**config.mk**
```make
export PLATFORM = sky130hd
export DESIGN_NAME = sha256_stream_hasher
export DESIGN_NICKNAME = d
export VERILOG_FILES = /design/src/sha_pkg.sv /design/src/sha_core.sv /design/src/sha256_stream_hasher.sv
export SDC_FILE = /design/constraint.sdc
export NUM_CORES = 2
export LEC_CHECK = 0
export ABC_CLOCK_PERIOD_IN_PS = 23300
export BUFFER_PORTS_ARGS = -buffer_cell sky130_fd_sc_hd__buf_2
export CAP_MARGIN = 20
export CORE_UTILIZATION = 30
export CTS_CLUSTER_DIAMETER = 40
export CTS_CLUSTER_SIZE = 14
export DETAILED_ROUTE_END_ITERATION = 12
export PLACE_DENSITY_LB_ADDON = 0.15
export SLEW_MARGIN = 15
export SYNTH_ARGS = -nofsm -noshare
export SYNTH_HDL_FRONTEND = slang
export SYNTH_HIERARCHICAL = 1
export SYNTH_SLANG_ARGS = --single-unit
```
**constraint.sdc**
```tcl
create_clock -name aclk -period 23.3 [get_ports aclk]
set_clock_uncertainty 0.1 [all_clocks]
set_input_delay 2.33 -clock aclk [delete_from_list [all_inputs] [get_ports aclk]]
set_output_delay 2.33 -clock aclk [all_outputs]
set_load 0.02 [all_outputs]
```
**src/sha_pkg.sv**
```systemverilog
// Shared types and constants of the SHA-256 stream hasher.
`timescale 1ns / 1ps
package sha_pkg;
    localparam logic [1:0] OP_ABSORB = 2'd0;
    localparam logic [1:0] OP_ABSORB_FINISH = 2'd1;
    localparam logic [1:0] OP_FINISH = 2'd2;
    localparam logic [1:0] OP_UNUSED = 2'd3;

    localparam logic [7:0] PAD_BYTE = 8'h80;

    function automatic logic [31:0] init_hash(input logic [2:0] idx);
        logic [31:0] v;
        begin
            case (idx)
                3'd0: v = 32'h6a09e667;
                3'd1: v = 32'hbb67ae85;
                3'd2: v = 32'h3c6ef372;
                3'd3: v = 32'ha54ff53a;
                3'd4: v = 32'h510e527f;
                3'd5: v = 32'h9b05688c;
                3'd6: v = 32'h1f83d9ab;
                default: v = 32'h5be0cd19;
            endcase
            return v;
        end
    endfunction

    function automatic logic [31:0] round_k(input logic [5:0] i);
        logic [31:0] k [64];
        begin
            k = '{
                32'h428a2f98, 32'h71374491, 32'hb5c0fbcf, 32'he9b5dba5,
                32'h3956c25b, 32'h59f111f1, 32'h923f82a4, 32'hab1c5ed5,
                32'hd807aa98, 32'h12835b01, 32'h243185be, 32'h550c7dc3,
                32'h72be5d74, 32'h80deb1fe, 32'h9bdc06a7, 32'hc19bf174,
                32'he49b69c1, 32'hefbe4786, 32'h0fc19dc6, 32'h240ca1cc,
                32'h2de92c6f, 32'h4a7484aa, 32'h5cb0a9dc, 32'h76f988da,
                32'h983e5152, 32'ha831c66d, 32'hb00327c8, 32'hbf597fc7,
                32'hc6e00bf3, 32'hd5a79147, 32'h06ca6351, 32'h14292967,
                32'h27b70a85, 32'h2e1b2138, 32'h4d2c6dfc, 32'h53380d13,
                32'h650a7354, 32'h766a0abb, 32'h81c2c92e, 32'h92722c85,
                32'ha2bfe8a1, 32'ha81a664b, 32'hc24b8b70, 32'hc76c51a3,
                32'hd192e819, 32'hd6990624, 32'hf40e3585, 32'h106aa070,
                32'h19a4c116, 32'h1e376c08, 32'h2748774c, 32'h34b0bcb5,
                32'h391c0cb3, 32'h4ed8aa4a, 32'h5b9cca4f, 32'h682e6ff3,
                32'h748f82ee, 32'h78a5636f, 32'h84c87814, 32'h8cc70208,
                32'h90befffa, 32'ha4506ceb, 32'hbef9a3f7, 32'hc67178f2};
            return k[i];
        end
    endfunction

    function automatic logic [31:0] rotr(input logic [31:0] x, input int n);
        return (x >> n) | (x << (32 - n));
    endfunction

    // Request from the buffer control to the compression core.
    typedef struct packed {
        logic start;
    } core_req_t;

    typedef struct packed {
        logic busy;
    } core_stat_t;
endpackage

```
**src/sha_core.sv**
```systemverilog
// Compression core: one round per cycle, rolling 16-word schedule.
`timescale 1ns / 1ps
module sha_core (
    input  logic                aclk,
    input  logic                aresetn,
    input  sha_pkg::core_req_t  req,
    output sha_pkg::core_stat_t stat,
    output logic [3:0]          wd_addr,
    input  logic [31:0]         wd_data,
    input  logic                chain_clear,
    input  logic [2:0]          chain_idx,
    output logic [31:0]         chain_word
);
    import sha_pkg::*;

    localparam logic [1:0] ST_IDLE = 2'd0;
    localparam logic [1:0] ST_LOAD = 2'd1;
    localparam logic [1:0] ST_ROUND = 2'd2;
    localparam logic [1:0] ST_ADD = 2'd3;

    logic [1:0]  state_reg, state_next;
    logic [6:0]  cnt_reg, cnt_next;
    logic [31:0] chain_reg [8];
    logic [31:0] v_reg [8];
    logic [31:0] w_reg [16];
    logic [31:0] w_new, w_cur, t1, t2, s0, s1;

    assign wd_addr = cnt_reg[3:0];
    assign stat.busy = (state_reg != ST_IDLE);
    assign chain_word = chain_reg[chain_idx];

    always_comb begin
        s0 = rotr(w_reg[1], 7) ^ rotr(w_reg[1], 18) ^ (w_reg[1] >> 3);
        s1 = rotr(w_reg[14], 17) ^ rotr(w_reg[14], 19) ^ (w_reg[14] >> 10);
        w_new = w_reg[0] + s0 + w_reg[9] + s1;
        w_cur = (cnt_reg < 7'd16) ? w_reg[0] : w_new;
        t1 = v_reg[7] + (rotr(v_reg[4], 6) ^ rotr(v_reg[4], 11) ^ rotr(v_reg[4], 25))
            + ((v_reg[4] & v_reg[5]) ^ (~v_reg[4] & v_reg[6]))
            + round_k(cnt_reg[5:0]) + w_cur;
        t2 = (rotr(v_reg[0], 2) ^ rotr(v_reg[0], 13) ^ rotr(v_reg[0], 22))
            + ((v_reg[0] & v_reg[1]) ^ (v_reg[0] & v_reg[2]) ^ (v_reg[1] & v_reg[2]));
    end

    always_comb begin
        state_next = state_reg;
        cnt_next = cnt_reg;
        unique case (state_reg)
            ST_IDLE: begin
                if (req.start) begin
                    state_next = ST_LOAD;
                    cnt_next = '0;
                end
            end
            ST_LOAD: begin
                cnt_next = cnt_reg + 7'd1;
                if (cnt_reg == 7'd16) begin
                    state_next = ST_ROUND;
                    cnt_next = '0;
                end
            end
            ST_ROUND: begin
                cnt_next = cnt_reg + 7'd1;
                if (cnt_reg == 7'd63) state_next = ST_ADD;
            end
            ST_ADD: state_next = ST_IDLE;
            default: state_next = ST_IDLE;
        endcase
    end

    always_ff @(posedge aclk) begin
        if (!aresetn) begin
            state_reg <= ST_IDLE;
            cnt_reg <= '0;
        end else begin
            state_reg <= state_next;
            cnt_reg <= cnt_next;
        end
    end

    // Load word (cnt-1), read from the block memory in the cycle after its address; round data shifts w_reg.
    always_ff @(posedge aclk) begin
        if (state_reg == ST_LOAD && cnt_reg != 7'd0) begin
            for (int i = 0; i < 15; i++) w_reg[i] <= w_reg[i + 1];
            w_reg[15] <= wd_data;
        end else if (state_reg == ST_ROUND) begin
            for (int i = 0; i < 15; i++) w_reg[i] <= w_reg[i + 1];
            w_reg[15] <= w_cur;
            v_reg[7] <= v_reg[6];
            v_reg[6] <= v_reg[5];
            v_reg[5] <= v_reg[4];
            v_reg[4] <= v_reg[3] + t1;
            v_reg[3] <= v_reg[2];
            v_reg[2] <= v_reg[1];
            v_reg[1] <= v_reg[0];
            v_reg[0] <= t1 + t2;
        end else if (state_reg == ST_IDLE) begin
            for (int i = 0; i < 8; i++) v_reg[i] <= chain_reg[i];
        end
    end

    // Rounds 0..15 take the loaded words from w_reg[0] and rotate them through,
    // so the window holds w[i-16..i-1] from round 16 on.

    always_ff @(posedge aclk) begin
        if (!aresetn || chain_clear) begin
            for (int i = 0; i < 8; i++) chain_reg[i] <= init_hash(3'(i));
        end else if (state_reg == ST_ADD) begin
            for (int i = 0; i < 8; i++) chain_reg[i] <= chain_reg[i] + v_reg[i];
        end
    end
endmodule

```
**src/sha256_stream_hasher.sv**
```systemverilog
// Top level of the SHA-256 stream hasher: buffer memory, padding control, digest output.
`timescale 1ns / 1ps
// Usage:
//   Input stream: one transaction per message byte. s_axis_tuser carries the op
//   (0 absorb, 1 absorb then finish, 2 finish without byte), s_axis_tdata the byte.
//   Output stream: eight transactions per finish, digest words H0..H7, with the
//   word index in m_axis_tuser and tlast on the eighth word.
// Flow: absorb bytes are taken back to back, except the 64th byte of a block which
//   starts a compression (reading the block memory as 16 words, 64 rounds, one add);
//   no byte is taken meanwhile.
//   A finish writes the padding one byte per cycle into the block memory, runs
//   one or two compressions and then presents the eight words.
// Reset: synchronous, active low; the chaining words return to their initial
//   values, the length and fill counters clear. The block memory is not cleared.
// Stall: while the receiver holds m_axis_tready low the current word holds and
//   no further input is taken until the last word has been delivered.
module sha256_stream_hasher (
    input  logic        aclk,
    input  logic        aresetn,
    input  logic        s_axis_tvalid,
    output logic        s_axis_tready,
    input  logic [7:0]  s_axis_tdata,   // data_byte
    input  logic [1:0]  s_axis_tuser,   // op
    output logic        m_axis_tvalid,
    input  logic        m_axis_tready,
    output logic [31:0] m_axis_tdata,   // digest_word
    output logic [2:0]  m_axis_tuser,   // word_index
    output logic        m_axis_tlast    // last_word
);
    import sha_pkg::*;

    localparam logic [2:0] ST_IDLE = 3'd0;
    localparam logic [2:0] ST_HASH = 3'd1;
    localparam logic [2:0] ST_PAD = 3'd2;
    localparam logic [2:0] ST_PHASH = 3'd3;
    localparam logic [2:0] ST_OUT = 3'd4;

    logic [2:0]  state_reg, state_next;
    logic [5:0]  fill_reg, fill_next;
    logic [63:0] bits_reg, bits_next;
    logic        fin_reg, fin_next;       // finish pending after a full block
    logic        mark_reg, mark_next;     // 0x80 marker already written
    logic        lenblk_reg, lenblk_next; // current pad block carries the length
    logic        wait_reg, wait_next;     // wait for core to start
    logic [2:0]  widx_reg, widx_next;

    // Block memory: 16 words of 32 bits, byte lanes written singly.
    logic [31:0] blk_mem [16];
    logic        mem_we;
    logic [5:0]  mem_waddr;
    logic [7:0]  mem_wdata;
    logic [3:0]  rd_addr;
    logic [31:0] rd_data_reg;

    core_req_t   req;
    core_stat_t  stat;
    logic        chain_clear;
    logic [31:0] chain_word;

    logic in_fire, out_fire, is_op;
    assign in_fire = s_axis_tvalid && s_axis_tready;
    assign out_fire = m_axis_tvalid && m_axis_tready;
    assign is_op = (s_axis_tuser != OP_UNUSED);

    always_ff @(posedge aclk) begin
        if (mem_we) blk_mem[mem_waddr[5:2]][8 * (3 - mem_waddr[1:0]) +: 8] <= mem_wdata;
        rd_data_reg <= blk_mem[rd_addr];
    end

    sha_core u_core (
        .aclk(aclk), .aresetn(aresetn), .req(req), .stat(stat),
        .wd_addr(rd_addr), .wd_data(rd_data_reg),
        .chain_clear(chain_clear), .chain_idx(widx_reg), .chain_word(chain_word)
    );

    assign s_axis_tready = (state_reg == ST_IDLE);
    assign m_axis_tvalid = (state_reg == ST_OUT);
    assign m_axis_tdata = chain_word;
    assign m_axis_tuser = widx_reg;
    assign m_axis_tlast = (widx_reg == 3'd7);

    // Padding byte for the current fill position: marker first, then zeros,
    // with the big-endian bit length in the last eight bytes of the final block.
    logic [7:0] pad_byte;
    always_comb begin
        if (!mark_reg) pad_byte = PAD_BYTE;
        else if (lenblk_reg && fill_reg >= 6'd56) pad_byte = bits_reg[8 * (63 - fill_reg) +: 8];
        else pad_byte = 8'h00;
    end

    always_comb begin
        state_next = state_reg;
        fill_next = fill_reg;
        bits_next = bits_reg;
        fin_next = fin_reg;
        mark_next = mark_reg;
        lenblk_next = lenblk_reg;
        wait_next = 1'b0;
        widx_next = widx_reg;
        mem_we = 1'b0;
        mem_waddr = fill_reg;
        mem_wdata = s_axis_tdata;
        req.start = 1'b0;
        chain_clear = 1'b0;
        unique case (state_reg)
            ST_IDLE: begin
                if (in_fire && is_op) begin
                    mark_next = 1'b0;
                    if (s_axis_tuser != OP_FINISH) begin
                        mem_we = 1'b1;
                        fill_next = fill_reg + 6'd1;
                        bits_next = bits_reg + 64'd8;
                        if (fill_reg == 6'd63) begin
                            // Hash the full block first; pad afterwards if finishing.
                            req.start = 1'b1;
                            wait_next = 1'b1;
                            fin_next = (s_axis_tuser == OP_ABSORB_FINISH);
                            state_next = ST_HASH;
                        end else if (s_axis_tuser == OP_ABSORB_FINISH) begin
                            state_next = ST_PAD;
                        end
                    end else begin
                        state_next = ST_PAD;
                    end
                end
            end
            ST_HASH: begin
                if (!wait_reg && !stat.busy) begin
                    if (fin_reg) state_next = ST_PAD;
                    else state_next = ST_IDLE;
                    fin_next = 1'b0;
                end
            end
            ST_PAD: begin
                mem_we = 1'b1;
                mem_wdata = pad_byte;
                if (!mark_reg) begin
                    // A marker past byte 55 leaves no room for the length here.
                    mark_next = 1'b1;
                    lenblk_next = (fill_reg < 6'd56);
                end
                fill_next = fill_reg + 6'd1;
                if (fill_reg == 6'd63) begin
                    req.start = 1'b1;
                    wait_next = 1'b1;
                    state_next = ST_PHASH;
                end
            end
            ST_PHASH: begin
                if (!wait_reg && !stat.busy) begin
                    if (lenblk_reg) begin
                        state_next = ST_OUT;
                        widx_next = '0;
                    end else begin
                        // Second block: zeros and the length.
                        state_next = ST_PAD;
                        lenblk_next = 1'b1;
                    end
                end
            end
            ST_OUT: begin
                if (out_fire) begin
                    widx_next = widx_reg + 3'd1;
                    if (widx_reg == 3'd7) begin
                        state_next = ST_IDLE;
                        chain_clear = 1'b1;
                        bits_next = '0;
                        fill_next = '0;
                        fin_next = 1'b0;
                    end
                end
            end
            default: state_next = ST_IDLE;
        endcase
    end

    always_ff @(posedge aclk) begin
        if (!aresetn) begin
            state_reg <= ST_IDLE;
            fill_reg <= '0;
            bits_reg <= '0;
            fin_reg <= 1'b0;
            mark_reg <= 1'b0;
            lenblk_reg <= 1'b0;
            wait_reg <= 1'b0;
            widx_reg <= '0;
        end else begin
            state_reg <= state_next;
            fill_reg <= fill_next;
            bits_reg <= bits_next;
            fin_reg <= fin_next;
            mark_reg <= mark_next;
            lenblk_reg <= lenblk_next;
            wait_reg <= wait_next;
            widx_reg <= widx_next;
        end
    end
endmodule

```
==> impl_metrics.json <==
{
  "vias": 57691,
  "slew_violations": 0,
  "status": "finished, final reports clean",
  "grtUsageMet2": 0.279,
  "worstHoldStart": "u_core/w_reg[0][180]",
  "setup_viol": 0,
  "fmax_mhz": 86.4,
  "slowest_stage": "fa_1",
  "cts_setup_buffers": 0,
  "finalWorstSetupSlack_ns": 11.73,
  "critPathCaptureType": "flip-flop",
  "hold_viol_final": 0,
  "min_period_over_period": 0.497,
  "core-area_um2": 298000,
  "cap_violations": 0,
  "start_util": 0.302,
  "worstPathMaxFanout": 7,
  "ant_nets": 0,
  "max_slew.worst_pin.slew_ns": 1.22,
  "crit_path_frequent_cell": "a21oi_1",
  "antenna_found_initial": 17,
  "htree_levels": 5,
  "mostFrequentLayoutCell": "edfxtp_1",
  "avgRoutedWirePerCell_um": 24.7,
  "hold_buffers": 0,
  "syn-instance-count": 6900,
  "rsz0062_at_grt": "no",
  "drc": 0,
  "port_buffers": 51,
  "ios": 52,
  "n_fill_cell": 28719,
  "ctsResizeCount": 0,
  "wirelength_mm": 279,
  "drt_first_pass_iters": 6,
  "dieArea_um2": 302000,
  "synth_cell_types": 99,
  "worstReg2RegStart": "u_core/w_reg[1][213]",
  "synth.ff_latch_count": 1654,
  "crit_start": "u_core/w_reg[1][213]",
  "grt_usage": 0.183,
  "pre_cts_slack_ns": 11.79,
  "clkSinkCount": 1654,
  "clockRootBuffer": "clkbuf_16",
  "synth.cell_area_um2": 89900,
  "hpwl_mm": 203,
  "grtUsageMet3": 0.0317,
  "busiest_layer": "met2",
  "yosysWarnings": 6,
  "cts_tree": "done",
  "grt_pass1_vias": 57019,
  "clkTransAtPathRegs_ns": 0.06,
  "criticalPathCategory": "flip-flop to flip-flop",
  "yosysSeqAreaShare": 0.539,
  "synth_edf_count": 1536,
  "placementRows": 200,
  "crit_arrival_ns": 12.05,
  "final_layout_size_suffix_gt1_frac": 0.175,
  "grt_pass1_wl_mm": 406,
  "min_period_ns": 11.57,
  "syn_to_final_growth_pct": 18.1,
  "via_per_inst": 5.10,
  "synth_ff_type": "edfxtp_1",
  "die-height_um": 549,
  "nets": 7707,
  "postSynthAreaPerCell_um2": 13.0,
  "max_slew_margin": 0.179,
  "timing.critical_path.slowest_cell_delay_ns": 0.54,
  "cts_buffer_depth": 4,
  "min_path_type": "flip-flop to flip-flop",
  "gr-total-overflow": 0,
  "setup_tns_ns": 0,
  "clock_latency_ns": 0.88,
  "numCtsBuffers": 329,
  "use_met1": 0.268,
  "place.gp.congestion": 0.920,
  "grt_max_degree": 146,
  "critPathRequiredTime_ns": 23.78,
  "die_x_um": 549,
  "asyncSetResetFlopFracSynth": 0,
  "cp-start-kind": "flip-flop",
  "synth_nets": 7523,
  "final_cell_mix": "1536 x edfxtp_1, 440 x nor2_1, 419 x nand2_1",
  "drt_iter0_markers": 4927
}
==> path summary, 6_finish.rpt <==
| check | cells after the start | to | slack (ns) |
|---|---|---|---|
| max | 44 | u_core/v_reg[0][31] | 11.73 |
| max reg2reg | 44 | u_core/v_reg[0][31] | 11.73 |
| min reg2reg | 0 | u_core/w_reg[0][148] | 0.30 |
| min | 0 | u_core/w_reg[0][148] | 0.30 |
==> layout make-up <==
class                      instances  area (um^2)  share of cell area
sequential                      1654        48500               0.457
clock buffer                     377         8620              0.0812
inverter                         366         1380              0.0130
timing repair buffer             152         1090              0.0103
multi-input combinational       4581        39000               0.367
tap                             3939         4930              0.0464
antenna                            4         10.0           0.0000943
clock inverter                   230         2680              0.0252
==> metal layers <==
layer | wire, um | vias up
met5 | 0 | -
met4 | 5740 | 0
met3 | 16400 | 342
met2 | 124000 | 1723
met1 | 133000 | 29315
li1 | - | 26311
==> cells by family (layout without fill, tap and decap cells) <==
group | count (synthesis) | count (layout) | share of synthesized area
compound gates | 1373 | 1373 | 0.0977
xor+xnor | 581 | 581 | 0.0567
fa+ha+maj | 637 | 637 | 0.104
buf+inv | 665 | 1125 | 0.0284
flops | 1654 | 1654 | 0.539
mux | 548 | 548 | 0.0985
other cells | 0 | 4 | 0
simple gates | 1442 | 1442 | 0.0755
==> worst max-delay path: cells and delay by family, from the launching register on <==
kind	cells	cell delay (ns)
simple gates	4	0.71
buf+inv	4	0.26
flops	1	0.46
fa+ha+maj	9	3.90
xor+xnor	6	1.25
compound gates	21	4.55
==> metrics by stage <==
step / hold WS [ns] / cells / utilization / area, um^2
6_report: 0.301 / 11303 / 0.357 / 106000
4_1_cts: 0.296 / 11282 / 0.356 / 106000
3_3_place_gp: 0.300 / 10672 / 0.318 / 94700
5_1_grt: 0.304 / 11300 / 0.357 / 106000
3_5_place_dp: 0.305 / 10675 / 0.318 / 94700
2_1_floorplan: 0.300 / 6900 / - / 89900
==> synth_stat cells (all sizes together) (72+ instances only) <==
| master | instances | area share |
|---|---|---|
| xnor2 | 409 | 0.040 |
| dfxtp | 118 | 0.026 |
| inv | 364 | 0.015 |
| nor2 | 446 | 0.019 |
| nand2 | 421 | 0.018 |
| o21ai | 334 | 0.019 |
| nor3 | 90 | 0.0050 |
| fa | 195 | 0.043 |
| a21o | 176 | 0.015 |
| nand3 | 88 | 0.0050 |
| mux2 | 282 | 0.035 |
| edfxtp | 1536 | 0.51 |
| nor2b | 72 | 0.0050 |
| clkbuf | 240 | 0.010 |
| xor2 | 172 | 0.017 |
| nand2b | 83 | 0.0058 |
| a21oi | 394 | 0.022 |
| ha | 414 | 0.058 |
| mux4 | 241 | 0.060 |
Power is not shown: default switching activity piles up to over one toggle a cycle in this logic, so the estimate is an artifact.
